===== src/hw/rtl/snrt_pkg.sv =====
package snrt_pkg;

	// Table geometry
	localparam int TBL_N = 32;
	localparam int IDX_W = $clog2(TBL_N);
	localparam int CNT_W = $clog2(TBL_N + 1);
	localparam int ENT_W = 40;
	localparam int DIV_W = 6;

	localparam logic [CNT_W-1:0] TBL_CNT  = CNT_W'(TBL_N);
	localparam logic [IDX_W-1:0] LAST_IDX = IDX_W'(TBL_N - 1);
	localparam logic [CNT_W:0]   ROOM_MAX = (CNT_W + 1)'(TBL_N - 1);

	// Action codes
	localparam int ACT_W = 3;
	localparam logic [ACT_W-1:0] ACT_UPD_NB  = 3'd0;
	localparam logic [ACT_W-1:0] ACT_INS_NB  = 3'd1;
	localparam logic [ACT_W-1:0] ACT_INS_RT  = 3'd2;
	localparam logic [ACT_W-1:0] ACT_FIND_NB = 3'd3;
	localparam logic [ACT_W-1:0] ACT_FIND_RT = 3'd4;

	// Register file
	localparam int ADDR_W = 5;
	localparam int REG_W  = 3;
	localparam logic [REG_W-1:0] REG_DIVISION  = 3'd0;
	localparam logic [REG_W-1:0] REG_QUPD_EN   = 3'd1;
	localparam logic [REG_W-1:0] REG_MASKED_Q  = 3'd2;
	localparam logic [REG_W-1:0] REG_PERFECT_Q = 3'd3;
	localparam logic [REG_W-1:0] REG_MAX_Q     = 3'd4;
	localparam logic [REG_W-1:0] REG_MIN_Q     = 3'd5;
	localparam logic [REG_W-1:0] REG_RADIO_ANY = 3'd6;

	typedef struct packed {
		logic [DIV_W-1:0] division;
		logic             qupd_en;
		logic [7:0]       masked_q;
		logic [7:0]       perfect_q;
		logic [7:0]       max_q;
		logic [7:0]       min_q;
		logic [7:0]       radio_any;
	} cfg_t;

	typedef enum logic [2:0] {
		ST_IDLE,
		ST_START,
		ST_SCAN,
		ST_DRAIN1,
		ST_DRAIN2,
		ST_DONE
	} ctrl_state_t;

	typedef enum logic [1:0] {
		MD_NB,
		MD_RT,
		MD_VIA
	} scan_mode_t;

	typedef struct packed {
		logic             load;
		logic             issue;
		logic [IDX_W-1:0] addr;
		logic             route_mode;
		logic             finish;
	} cmd_t;

	typedef struct packed {
		logic [ACT_W-1:0] act;
		logic [CNT_W-1:0] nc;
		logic [CNT_W-1:0] rc;
		logic [IDX_W-1:0] via;
	} sts_t;

endpackage


===== src/hw/rtl/snrt_regs.sv =====
module snrt_regs (
	input  logic                        clk,
	input  logic                        arst_n,
	input  logic                        psel,
	input  logic                        penable,
	input  logic                        pwrite,
	input  logic [snrt_pkg::ADDR_W-1:0] paddr,
	input  logic [31:0]                 pwdata,
	output logic [31:0]                 prdata,
	output logic                        pready,
	output snrt_pkg::cfg_t              cfg
);

	snrt_pkg::cfg_t cfg_q;
	logic [snrt_pkg::REG_W-1:0] idx;
	logic wr;

	assign idx    = paddr[snrt_pkg::ADDR_W-1:2];
	assign wr     = psel && penable && pwrite;
	assign pready = 1'b1;
	assign cfg    = cfg_q;

	always_ff @(posedge clk or negedge arst_n) begin
		if (!arst_n) begin
			cfg_q.division  <= snrt_pkg::DIV_W'(16);
			cfg_q.qupd_en   <= 1'b1;
			cfg_q.masked_q  <= 8'd0;
			cfg_q.perfect_q <= 8'd255;
			cfg_q.max_q     <= 8'd254;
			cfg_q.min_q     <= 8'd1;
			cfg_q.radio_any <= 8'd255;
		end else if (wr) begin
			case (idx)
				snrt_pkg::REG_DIVISION:  cfg_q.division  <= pwdata[snrt_pkg::DIV_W-1:0];
				snrt_pkg::REG_QUPD_EN:   cfg_q.qupd_en   <= pwdata[0];
				snrt_pkg::REG_MASKED_Q:  cfg_q.masked_q  <= pwdata[7:0];
				snrt_pkg::REG_PERFECT_Q: cfg_q.perfect_q <= pwdata[7:0];
				snrt_pkg::REG_MAX_Q:     cfg_q.max_q     <= pwdata[7:0];
				snrt_pkg::REG_MIN_Q:     cfg_q.min_q     <= pwdata[7:0];
				snrt_pkg::REG_RADIO_ANY: cfg_q.radio_any <= pwdata[7:0];
				default: ;
			endcase
		end
	end

	always_comb begin
		case (idx)
			snrt_pkg::REG_DIVISION:  prdata = 32'(cfg_q.division);
			snrt_pkg::REG_QUPD_EN:   prdata = 32'(cfg_q.qupd_en);
			snrt_pkg::REG_MASKED_Q:  prdata = 32'(cfg_q.masked_q);
			snrt_pkg::REG_PERFECT_Q: prdata = 32'(cfg_q.perfect_q);
			snrt_pkg::REG_MAX_Q:     prdata = 32'(cfg_q.max_q);
			snrt_pkg::REG_MIN_Q:     prdata = 32'(cfg_q.min_q);
			snrt_pkg::REG_RADIO_ANY: prdata = 32'(cfg_q.radio_any);
			default:                 prdata = 32'd0;
		endcase
	end

endmodule


===== src/hw/rtl/snrt_ctrl.sv =====
module snrt_ctrl (
	input  logic           clk,
	input  logic           arst_n,
	input  logic           in_valid,
	output logic           in_ready,
	output logic           out_valid,
	input  logic           out_ready,
	input  snrt_pkg::sts_t sts,
	output snrt_pkg::cmd_t cmd
);

	snrt_pkg::ctrl_state_t state_q, state_d;
	snrt_pkg::scan_mode_t  md_q, md_d;
	logic [snrt_pkg::CNT_W-1:0] cnt_q, cnt_d, lim_q, lim_d, cnt_nx;
	logic out_valid_q, out_valid_d;

	assign in_ready  = (state_q == snrt_pkg::ST_IDLE);
	assign out_valid = out_valid_q;
	assign cnt_nx    = cnt_q + snrt_pkg::CNT_W'(1);

	always_ff @(posedge clk or negedge arst_n) begin
		if (!arst_n) begin
			state_q     <= snrt_pkg::ST_IDLE;
			md_q        <= snrt_pkg::MD_NB;
			cnt_q       <= '0;
			lim_q       <= '0;
			out_valid_q <= 1'b0;
		end else begin
			state_q     <= state_d;
			md_q        <= md_d;
			cnt_q       <= cnt_d;
			lim_q       <= lim_d;
			out_valid_q <= out_valid_d;
		end
	end

	always_comb begin
		state_d     = state_q;
		md_d        = md_q;
		cnt_d       = cnt_q;
		lim_d       = lim_q;
		cmd.load    = 1'b0;
		cmd.issue   = 1'b0;
		cmd.finish  = 1'b0;
		out_valid_d = out_valid_q && !out_ready;

		case (md_q)
			snrt_pkg::MD_NB:  cmd.addr = cnt_q[snrt_pkg::IDX_W-1:0];
			snrt_pkg::MD_RT:  cmd.addr = snrt_pkg::LAST_IDX - cnt_q[snrt_pkg::IDX_W-1:0];
			snrt_pkg::MD_VIA: cmd.addr = sts.via;
			default:          cmd.addr = '0;
		endcase
		cmd.route_mode = (md_q == snrt_pkg::MD_RT);

		case (state_q)
			snrt_pkg::ST_IDLE: begin
				if (in_valid) begin
					cmd.load = 1'b1;
					state_d  = snrt_pkg::ST_START;
				end
			end
			snrt_pkg::ST_START: begin
				cnt_d = '0;
				case (sts.act)
					snrt_pkg::ACT_UPD_NB, snrt_pkg::ACT_FIND_NB: begin
						md_d  = snrt_pkg::MD_NB;
						lim_d = sts.nc;
					end
					snrt_pkg::ACT_FIND_RT: begin
						md_d  = snrt_pkg::MD_RT;
						lim_d = sts.rc;
					end
					snrt_pkg::ACT_INS_RT: begin
						md_d  = snrt_pkg::MD_VIA;
						lim_d = snrt_pkg::CNT_W'(1);
					end
					default: begin
						md_d  = snrt_pkg::MD_NB;
						lim_d = '0;
					end
				endcase
				state_d = (lim_d == '0) ? snrt_pkg::ST_DONE : snrt_pkg::ST_SCAN;
			end
			snrt_pkg::ST_SCAN: begin
				cmd.issue = 1'b1;
				cnt_d     = cnt_nx;
				if (cnt_nx == lim_q) state_d = snrt_pkg::ST_DRAIN1;
			end
			snrt_pkg::ST_DRAIN1: state_d = snrt_pkg::ST_DRAIN2;
			snrt_pkg::ST_DRAIN2: state_d = snrt_pkg::ST_DONE;
			snrt_pkg::ST_DONE: begin
				if (!out_valid_q || out_ready) begin
					cmd.finish  = 1'b1;
					out_valid_d = 1'b1;
					state_d     = snrt_pkg::ST_IDLE;
				end
			end
			default: state_d = snrt_pkg::ST_IDLE;
		endcase
	end

endmodule


===== src/hw/rtl/snrt_dp.sv =====
module snrt_dp (
	input  logic                       clk,
	input  logic                       arst_n,
	input  snrt_pkg::cfg_t             cfg,
	input  snrt_pkg::cmd_t             cmd,
	input  logic [snrt_pkg::ACT_W-1:0] action,
	input  logic [15:0]                node_id,
	input  logic [7:0]                 link_quality,
	input  logic [7:0]                 radio_sel,
	input  logic [7:0]                 net_id,
	input  logic [snrt_pkg::IDX_W-1:0] via_index,
	input  logic                       include_hidden,
	output snrt_pkg::sts_t             sts,
	output logic                       ok,
	output logic [snrt_pkg::IDX_W-1:0] hit_index,
	output logic [snrt_pkg::CNT_W-1:0] neighbor_total,
	output logic [snrt_pkg::CNT_W-1:0] route_total
);

	localparam int IW = snrt_pkg::IDX_W;
	localparam int CW = snrt_pkg::CNT_W;
	localparam int EW = snrt_pkg::ENT_W;

	// item registers
	logic [snrt_pkg::ACT_W-1:0] act_q;
	logic [15:0] id_q;
	logic [7:0]  lq_q, rad_q, net_q;
	logic [IW-1:0] via_q;
	logic hid_q;

	logic [CW-1:0] nc_q, rc_q, nc_d, rc_d;

	// table with per-entry valid bits
	logic [EW-1:0] mem_q [snrt_pkg::TBL_N];
	logic [snrt_pkg::TBL_N-1:0] vld_q;

	// scan pipeline
	logic [EW-1:0] rda_s1, rdb_s2;
	logic [IW-1:0] slot_s1, slot_s2, rdb_addr;
	logic v_s1, v_s2, idm_s2;

	// best candidate
	logic found_q, idm_q;
	logic [IW-1:0] best_idx_q;
	logic [7:0] bestq_q;
	logic [EW-1:0] bent_q;

	logic [7:0] nb_q, nb_rad, nq;
	logic hid_eff, pass, take;
	logic nb_room, rt_room, via_ok, ins_nb;
	logic wr_en;
	logic [IW-1:0] wr_addr, slot_rt, res_hit, hit_q;
	logic [EW-1:0] wr_data;
	logic res_ok, ok_q;
	logic [CW-1:0] nt_q, rt_q;

	assign sts.act = act_q;
	assign sts.nc  = nc_q;
	assign sts.rc  = rc_q;
	assign sts.via = via_q;

	assign ok             = ok_q;
	assign hit_index      = hit_q;
	assign neighbor_total = nt_q;
	assign route_total    = rt_q;

	// route scan follows the next-hop field, neighbor scan rereads its own slot
	assign rdb_addr = cmd.route_mode ? rda_s1[16 +: IW] : slot_s1;

	assign nb_q    = rdb_s2[23:16];
	assign nb_rad  = rdb_s2[31:24];
	assign hid_eff = hid_q && (act_q == snrt_pkg::ACT_FIND_NB || act_q == snrt_pkg::ACT_FIND_RT);
	assign pass    = v_s2 && idm_s2 && (rad_q == cfg.radio_any || nb_rad == rad_q)
	                 && (hid_eff || nb_q != cfg.masked_q);
	assign take    = pass && (!found_q || nb_q > bestq_q);

	assign nb_room = (nc_q < cfg.division) && (nc_q < snrt_pkg::TBL_CNT);
	assign rt_room = ({1'b0, rc_q} + {1'b0, cfg.division}) <= snrt_pkg::ROOM_MAX;
	assign via_ok  = {{(CW-IW){1'b0}}, via_q} < nc_q;
	assign slot_rt = snrt_pkg::LAST_IDX - rc_q[IW-1:0];

	always_comb begin
		if (lq_q == cfg.perfect_q)     nq = cfg.max_q;
		else if (lq_q == cfg.masked_q) nq = cfg.min_q;
		else                           nq = lq_q;

		ins_nb  = 1'b0;
		wr_en   = 1'b0;
		wr_addr = nc_q[IW-1:0];
		wr_data = {net_q, rad_q, lq_q, id_q};
		res_ok  = 1'b0;
		res_hit = '0;
		nc_d    = nc_q;
		rc_d    = rc_q;

		case (act_q)
			snrt_pkg::ACT_UPD_NB: begin
				if (found_q) begin
					res_hit = best_idx_q;
					if (cfg.qupd_en) begin
						wr_en   = 1'b1;
						wr_addr = best_idx_q;
						wr_data = {bent_q[EW-1:24], nq, bent_q[15:0]};
					end
				end else begin
					ins_nb = nb_room;
				end
			end
			snrt_pkg::ACT_INS_NB: ins_nb = nb_room;
			snrt_pkg::ACT_INS_RT: begin
				if (rt_room && via_ok && !idm_q) begin
					wr_en   = 1'b1;
					wr_addr = slot_rt;
					wr_data = {{(EW-16-IW){1'b0}}, via_q, id_q};
					res_ok  = 1'b1;
					res_hit = slot_rt;
					rc_d    = rc_q + CW'(1);
				end
			end
			snrt_pkg::ACT_FIND_NB, snrt_pkg::ACT_FIND_RT: begin
				res_ok  = found_q;
				res_hit = found_q ? best_idx_q : '0;
			end
			default: ;
		endcase

		if (ins_nb) begin
			wr_en   = 1'b1;
			res_ok  = 1'b1;
			res_hit = nc_q[IW-1:0];
			nc_d    = nc_q + CW'(1);
		end
	end

	always_ff @(posedge clk or negedge arst_n) begin
		if (!arst_n) begin
			nc_q    <= '0;
			rc_q    <= '0;
			vld_q   <= '0;
			v_s1    <= 1'b0;
			v_s2    <= 1'b0;
			found_q <= 1'b0;
		end else begin
			v_s1 <= cmd.issue;
			v_s2 <= v_s1;
			if (cmd.load)      found_q <= 1'b0;
			else if (take)     found_q <= 1'b1;
			if (cmd.finish) begin
				nc_q <= nc_d;
				rc_q <= rc_d;
				if (wr_en) vld_q[wr_addr] <= 1'b1;
			end
		end
	end

	always_ff @(posedge clk) begin
		rda_s1  <= vld_q[cmd.addr] ? mem_q[cmd.addr] : '0;
		slot_s1 <= cmd.addr;
		rdb_s2  <= vld_q[rdb_addr] ? mem_q[rdb_addr] : '0;
		slot_s2 <= slot_s1;
		idm_s2  <= (rda_s1[15:0] == id_q);
		if (cmd.finish && wr_en) mem_q[wr_addr] <= wr_data;
	end

	always_ff @(posedge clk) begin
		if (cmd.load) begin
			act_q <= action;
			id_q  <= node_id;
			lq_q  <= link_quality;
			rad_q <= radio_sel;
			net_q <= net_id;
			via_q <= via_index;
			hid_q <= include_hidden;
		end
		if (v_s2) idm_q <= idm_s2;
		if (take) begin
			best_idx_q <= slot_s2;
			bestq_q    <= nb_q;
			bent_q     <= rdb_s2;
		end
		if (cmd.finish) begin
			ok_q <= res_ok;
			hit_q <= res_hit;
			nt_q <= nc_d;
			rt_q <= rc_d;
		end
	end

endmodule


===== src/hw/rtl/split_neighbor_route_table_core.sv =====
// Channel   Handshake              Payload
// --------  ---------------------  ----------------------------------------------
// in        in_valid / in_ready    action, node_id, link_quality, radio_sel,
//                                  net_id, via_index, include_hidden
// out       out_valid / out_ready  ok, hit_index, neighbor_total, route_total
// config    psel/penable/pwrite    paddr, pwdata, prdata, pready (4-byte stride)
//
// One item at a time. A find or an update scans the neighbor or route area
// through the read pipeline, one entry per cycle. A neighbor insert, an
// unused code or a scan of an empty area goes from setup straight to the
// commit; a route insert does one read to check the next hop. The next beat
// is taken in the cycle after the commit.
// Reset clears the entry valid bits at once, so no clearing pass is needed.
// A stalled result beat stays in the output register while the next item is
// taken in; that item holds in its final state until the register frees up.
module split_neighbor_route_table_core (
	input  logic                        clk,
	input  logic                        arst_n,

	input  logic                        in_valid,
	output logic                        in_ready,
	input  logic [snrt_pkg::ACT_W-1:0]  action,
	input  logic [15:0]                 node_id,
	input  logic [7:0]                  link_quality,
	input  logic [7:0]                  radio_sel,
	input  logic [7:0]                  net_id,
	input  logic [snrt_pkg::IDX_W-1:0]  via_index,
	input  logic                        include_hidden,

	output logic                        out_valid,
	input  logic                        out_ready,
	output logic                        ok,
	output logic [snrt_pkg::IDX_W-1:0]  hit_index,
	output logic [snrt_pkg::CNT_W-1:0]  neighbor_total,
	output logic [snrt_pkg::CNT_W-1:0]  route_total,

	input  logic                        psel,
	input  logic                        penable,
	input  logic                        pwrite,
	input  logic [snrt_pkg::ADDR_W-1:0] paddr,
	input  logic [31:0]                 pwdata,
	output logic [31:0]                 prdata,
	output logic                        pready
);

	snrt_pkg::cfg_t cfg;
	snrt_pkg::cmd_t cmd;
	snrt_pkg::sts_t sts;

	// Register file: division, quality remap values, radio wildcard.
	snrt_regs u_regs (
		.clk     (clk),
		.arst_n  (arst_n),
		.psel    (psel),
		.penable (penable),
		.pwrite  (pwrite),
		.paddr   (paddr),
		.pwdata  (pwdata),
		.prdata  (prdata),
		.pready  (pready),
		.cfg     (cfg)
	);

	// Sequencer: accept a beat, pick the scan area, step the index, drain the
	// read pipeline, then commit the result beat.
	snrt_ctrl u_ctrl (
		.clk       (clk),
		.arst_n    (arst_n),
		.in_valid  (in_valid),
		.in_ready  (in_ready),
		.out_valid (out_valid),
		.out_ready (out_ready),
		.sts       (sts),
		.cmd       (cmd)
	);

	// Table, scan pipeline, best-candidate tracking, counts and result beat.
	snrt_dp u_dp (
		.clk            (clk),
		.arst_n         (arst_n),
		.cfg            (cfg),
		.cmd            (cmd),
		.action         (action),
		.node_id        (node_id),
		.link_quality   (link_quality),
		.radio_sel      (radio_sel),
		.net_id         (net_id),
		.via_index      (via_index),
		.include_hidden (include_hidden),
		.sts            (sts),
		.ok             (ok),
		.hit_index      (hit_index),
		.neighbor_total (neighbor_total),
		.route_total    (route_total)
	);

	// Commit only when the output register is free or draining this cycle.
	a_commit_room: assert property (@(posedge clk) disable iff (!arst_n)
		cmd.finish |-> (!out_valid || out_ready))
		else $error("result committed over a pending beat");

	// Counts never pass the table size.
	a_count_bound: assert property (@(posedge clk) disable iff (!arst_n)
		(sts.nc <= snrt_pkg::TBL_CNT) && (sts.rc <= snrt_pkg::TBL_CNT))
		else $error("entry count beyond table size");

	// One item at a time: an accepted beat closes the input side.
	a_one_item: assert property (@(posedge clk) disable iff (!arst_n)
		(in_valid && in_ready) |=> !in_ready)
		else $error("second item taken while one is at work");

	// Load is followed by the setup cycle, never by a read or a commit.
	a_setup: assert property (@(posedge clk) disable iff (!arst_n)
		cmd.load |=> (!cmd.issue && !cmd.finish))
		else $error("scan or commit right after load");

endmodule

===== config.mk =====
export PLATFORM = sky130hd
export DESIGN_NAME = split_neighbor_route_table_core
export DESIGN_NICKNAME = d
export VERILOG_FILES = /design/src/hw/rtl/snrt_pkg.sv /design/src/hw/rtl/snrt_regs.sv /design/src/hw/rtl/snrt_ctrl.sv /design/src/hw/rtl/snrt_dp.sv /design/src/hw/rtl/split_neighbor_route_table_core.sv
export SDC_FILE = /design/constraint.sdc
export NUM_CORES = 2
export LEC_CHECK = 0
export ABC_CLOCK_PERIOD_IN_PS = 5500
export BUFFER_PORTS_ARGS = -buffer_cell sky130_fd_sc_hd__buf_2
export CAP_MARGIN = 20
export CORE_UTILIZATION = 45
export CTS_CLUSTER_DIAMETER = 40
export DETAILED_ROUTE_END_ITERATION = 6
export GPL_TIMING_DRIVEN = 0
export PLACE_DENSITY = 0.73
export SETUP_SLACK_MARGIN = 0.02
export SYNTH_ARGS = -nofsm -noshare
export SYNTH_HDL_FRONTEND = slang
export SYNTH_SLANG_ARGS = --single-unit

===== constraint.sdc =====
create_clock -name clk -period 5.5 [get_ports clk]
set_input_delay 0.825 -clock clk [delete_from_list [all_inputs] [get_ports clk]]
set_output_delay 0.825 -clock clk [all_outputs]
set_load 0.02 [all_outputs]

==> results.md <==
- CORE AREA: 0.1264 sq mm
- Ys Warns: 0
- Number of setup violations in the final report: 0
- Htree depth: 4
- CP max FO: 19
- DRT iter0 DRCs: 7575
- GRT met2 Usage: 43.04%
- Initial antenna violation count: 7
- Final nets: 4164
- Fmax: 0.2009 GHz
- Number of synthesized register bits: 1297
- CTS Sinks: 1297
- Gr ovfl total: 0
- Layout area overhead: 16.54%
- CP max stage cell: nor2_4
- Failing checks: DRC
- NetSw: 13.20 mW
- Final min period: 4978 ps
- PwrDens: 522.3 mW/mm^2
- GPL Wtd Cong: 1.029
- Peak supply drop: 0.4870 mV
- Pwr Total: 35.11 mW
- Synth top area cells: edfxtp_1, mux4_2, nand2_1, dfrtp_1, nand3_1
- WL per Instance: 33.68 um
- Die height: 360.0 um
- Drt pass-1 iters: 7
- Max Cap Viol: 0
- Final Hold Vio Count: 0
- Met3 Resource Use GR: 12.44%
- Die area: 0.1296 sq mm
- Required @ worst endpoint: 6000 ps
- Starting Density: 45.64%
- Most used routing layer: met2
- Hold_ws: 191.2 ps
- Worst-path clk slew: 60 ps
- # fillers: 9825
- Sequential share of power: 33.9%
- Postcts setup bufs: 0
- Worst-margin pin slew: 1238 ps
- IO buf count: 85
- TNS Setup: 0 ps
- Relative slew slack: 17.27%
- Cell taking the most area after synthesis: edfxtp_1
- Seq. cell area: 0.03778 sq mm
- CP dominant cell by count: buf_2
- Root buffer cell: clkbuf_16
- Comb power frac: 36.1%
- Top FF cell, synth: edfxtp_1
- CP peak stage delay: 850 ps
- Fin area: 0.06722 sq mm
- RSZ-0062 raised after global routing: no
- Syn Inst Count: 3710
- Leak: 22.97 nW
- Post-synth top cells: edfxtp_1, nand2_1, mux4_2
- Synth top area share: 58.36%
- CTS buffer count: 155
- Post-synth EDFFs: 1121
- Top Ports: 146
- Antenna Nets Post-Route: 0
- Insertion delay to the later sink of the worst-skew pair: 810 ps
- Startpoint Class: register
- Clk buf depth: 3
- Crit path DAT: 5470 ps
- Sw frac: 37.60%
- Mean Syn Cell Area: 15.55 sq um
- Worst Hold Class: in -> reg
- Pin count of the biggest net entering global routing: 93
- Internal Dissipation: 21.91 mW
- Cell area after synthesis: 0.05768 sq mm
- Post-layout util: 53.19%
- Run status: finished, violations left
- PostCTS Resize Cnt: 0
- Critical Path End Type: register
- Crit-path cells: clkbuf_1 > inv_1 > ha_1 > a21oi_1 > or3b_2 > o211ai_1 > or3_1 > buf_2 > o21a_1 > nand4_1 > buf_2 > nor2_4 > buf_16
- Vias/cell: 6.742
- Worst Skew: 37.34 ps
- Tcrit/Tclk final: 90.51%
- Die width: 360.0 um
- DRC: 10
- Cts hold-fix bufs: 1
- All-Layer GR Usage: 29.76%
- First-pass GRT wire length: 271500 um
- Total routed wirelength: 196300 um
- Most frequent cell after synthesis: edfxtp_1
- Sequential-to-total area share from yosys stat: 65.49%
- Fraction of layout cells with a size suffix above 1: 25.29%
- DPL Wire Length: 133900 um
- Distinct cells, synth: 77
- Multi-input gate area: 0.01868 sq mm
- Post-synth ARST share: 8.635%
- Vias in the first global route: 37010
- Clock power share: 30.0%
- CP Class: reg -> reg
- Slew Viols, Final: 0
- DR vias: 39300
- Placed inst area: 0.06145 sq mm
- CP delay by family, top: simple AND/OR/NAND/NOR gates
- Row count: 130
- Met1 usage: 38.03%
- CTS tree: done
- Buffers & Inverters on Critical Path: 5
sequential cells by signal, summed over array words and instances (netlist names), 8 cells and up:
register / flops
u_dp.bent_q: 32
u_dp.id_q: 16
u_dp.lq_q: 8
u_dp.mem_q: 1024
u_dp.rad_q: 8
u_dp.rda_s1: 21
u_dp.rdb_s2: 32
u_dp.vld_q: 32
u_regs.cfg: 47
power by group through the flow:
stage	Clock (mW)	Sequential, mW	Combinational [mW]
after floorplan	0	11.9	7.28
after global placement	0	12.1	11.5
after detailed placement	0	12.1	11.8
after CTS	10.5	11.9	11.9
after global routing	10.9	11.9	12.8
final	10.5	11.9	12.7
area by class of cell:
| class | count | area share [%] |
|---|---|---|
| sequential | 1297 | 56.20 |
| multi-input combinational | 2137 | 27.79 |
| clock buffer | 185 | 6.168 |
| tap | 1650 | 3.071 |
| timing repair buffer | 154 | 2.654 |
| buffer | 268 | 2.213 |
| clock inverter | 104 | 1.725 |
| inverter | 31 | 0.1731 |
| antenna | 3 | 0.01117 |
through the flow:
| stage | cells | setup slack (ps) |
|---|---|---|
| 2_1_floorplan | 3733 | 998.4 |
| 3_3_place_gp | 5468 | -1752 |
| 3_5_place_dp | 5516 | 614.2 |
| 4_1_cts | 5806 | 600.1 |
| 5_1_grt | 5827 | 341.5 |
| 6_report | 5829 | 522.1 |
worst paths after layout:
kind,start,to,slack [ps],cells past startpoint
max in group asynchronous,arst_n,u_regs.cfg[31]$_DFFE_PN1P_,4270,3
min in group asynchronous,arst_n,u_ctrl.state_q[1]$_DFFE_PN0P_,450,2
max,u_dp.nc_q[3]$_DFFE_PN0P_,u_dp.mem_q[30][7]$_DFFE_PP_,520,13
min reg2reg,u_dp.v_s1$_DFF_PN0_,u_dp.v_s2$_DFF_PN0_,350,0
max reg2reg,u_dp.nc_q[3]$_DFFE_PN0P_,u_dp.mem_q[30][7]$_DFFE_PP_,520,13
min,link_quality[0],u_dp.lq_q[0]$_DFFE_PP_,190,1
placed cells by master (no fill, tap or decap), types with 17 or more instances in the layout:
cell type and count:
a21oi_1 114, a41o_1 22, and4_1 21, buf_1 22
buf_12 32, buf_2 151, buf_4 51, buf_6 31
clkbuf_1 121, clkbuf_16 160, clkinvlp_4 17, conb_1 25
dfrtp_1 86, dfstp_2 26, dfxtp_1 64, edfxtp_1 1121
ha_1 26, inv_1 27, inv_6 19, mux2_2 62
mux2i_1 105, mux4_2 350, nand2_1 580, nand3_1 266
nand4_1 103, nor2_1 38, nor2_4 32, o21ai_0 36
o21bai_1 32, o22ai_1 42, o31a_1 34, xnor2_1 48
xor2_1 33
layer usage:
metal	part of all wire, %	vias to the layer above	wire length (um)
met5	0.081	-	160
met4	6.3	6	12400
met3	17	770	33440
met2	43	3816	83660
met1	34	19410	66680
li1	-	15290	-
logic make-up (layout without fill, tap and decap cells):
family,Yosys count,count (layout),share of synthesized area (%)
buffers and inverters,299,742,2.781
adders and majority gates,28,28,0.6160
AOI/OAI and AO/OA,371,371,4.297
and+or+nand+nor,1111,1111,8.776
xor gates and xnor gates,81,81,1.230
DFF,1297,1297,65.49
muxes,521,521,16.79
other,2,28,0.01302
(Power assumes the default switching activity.)
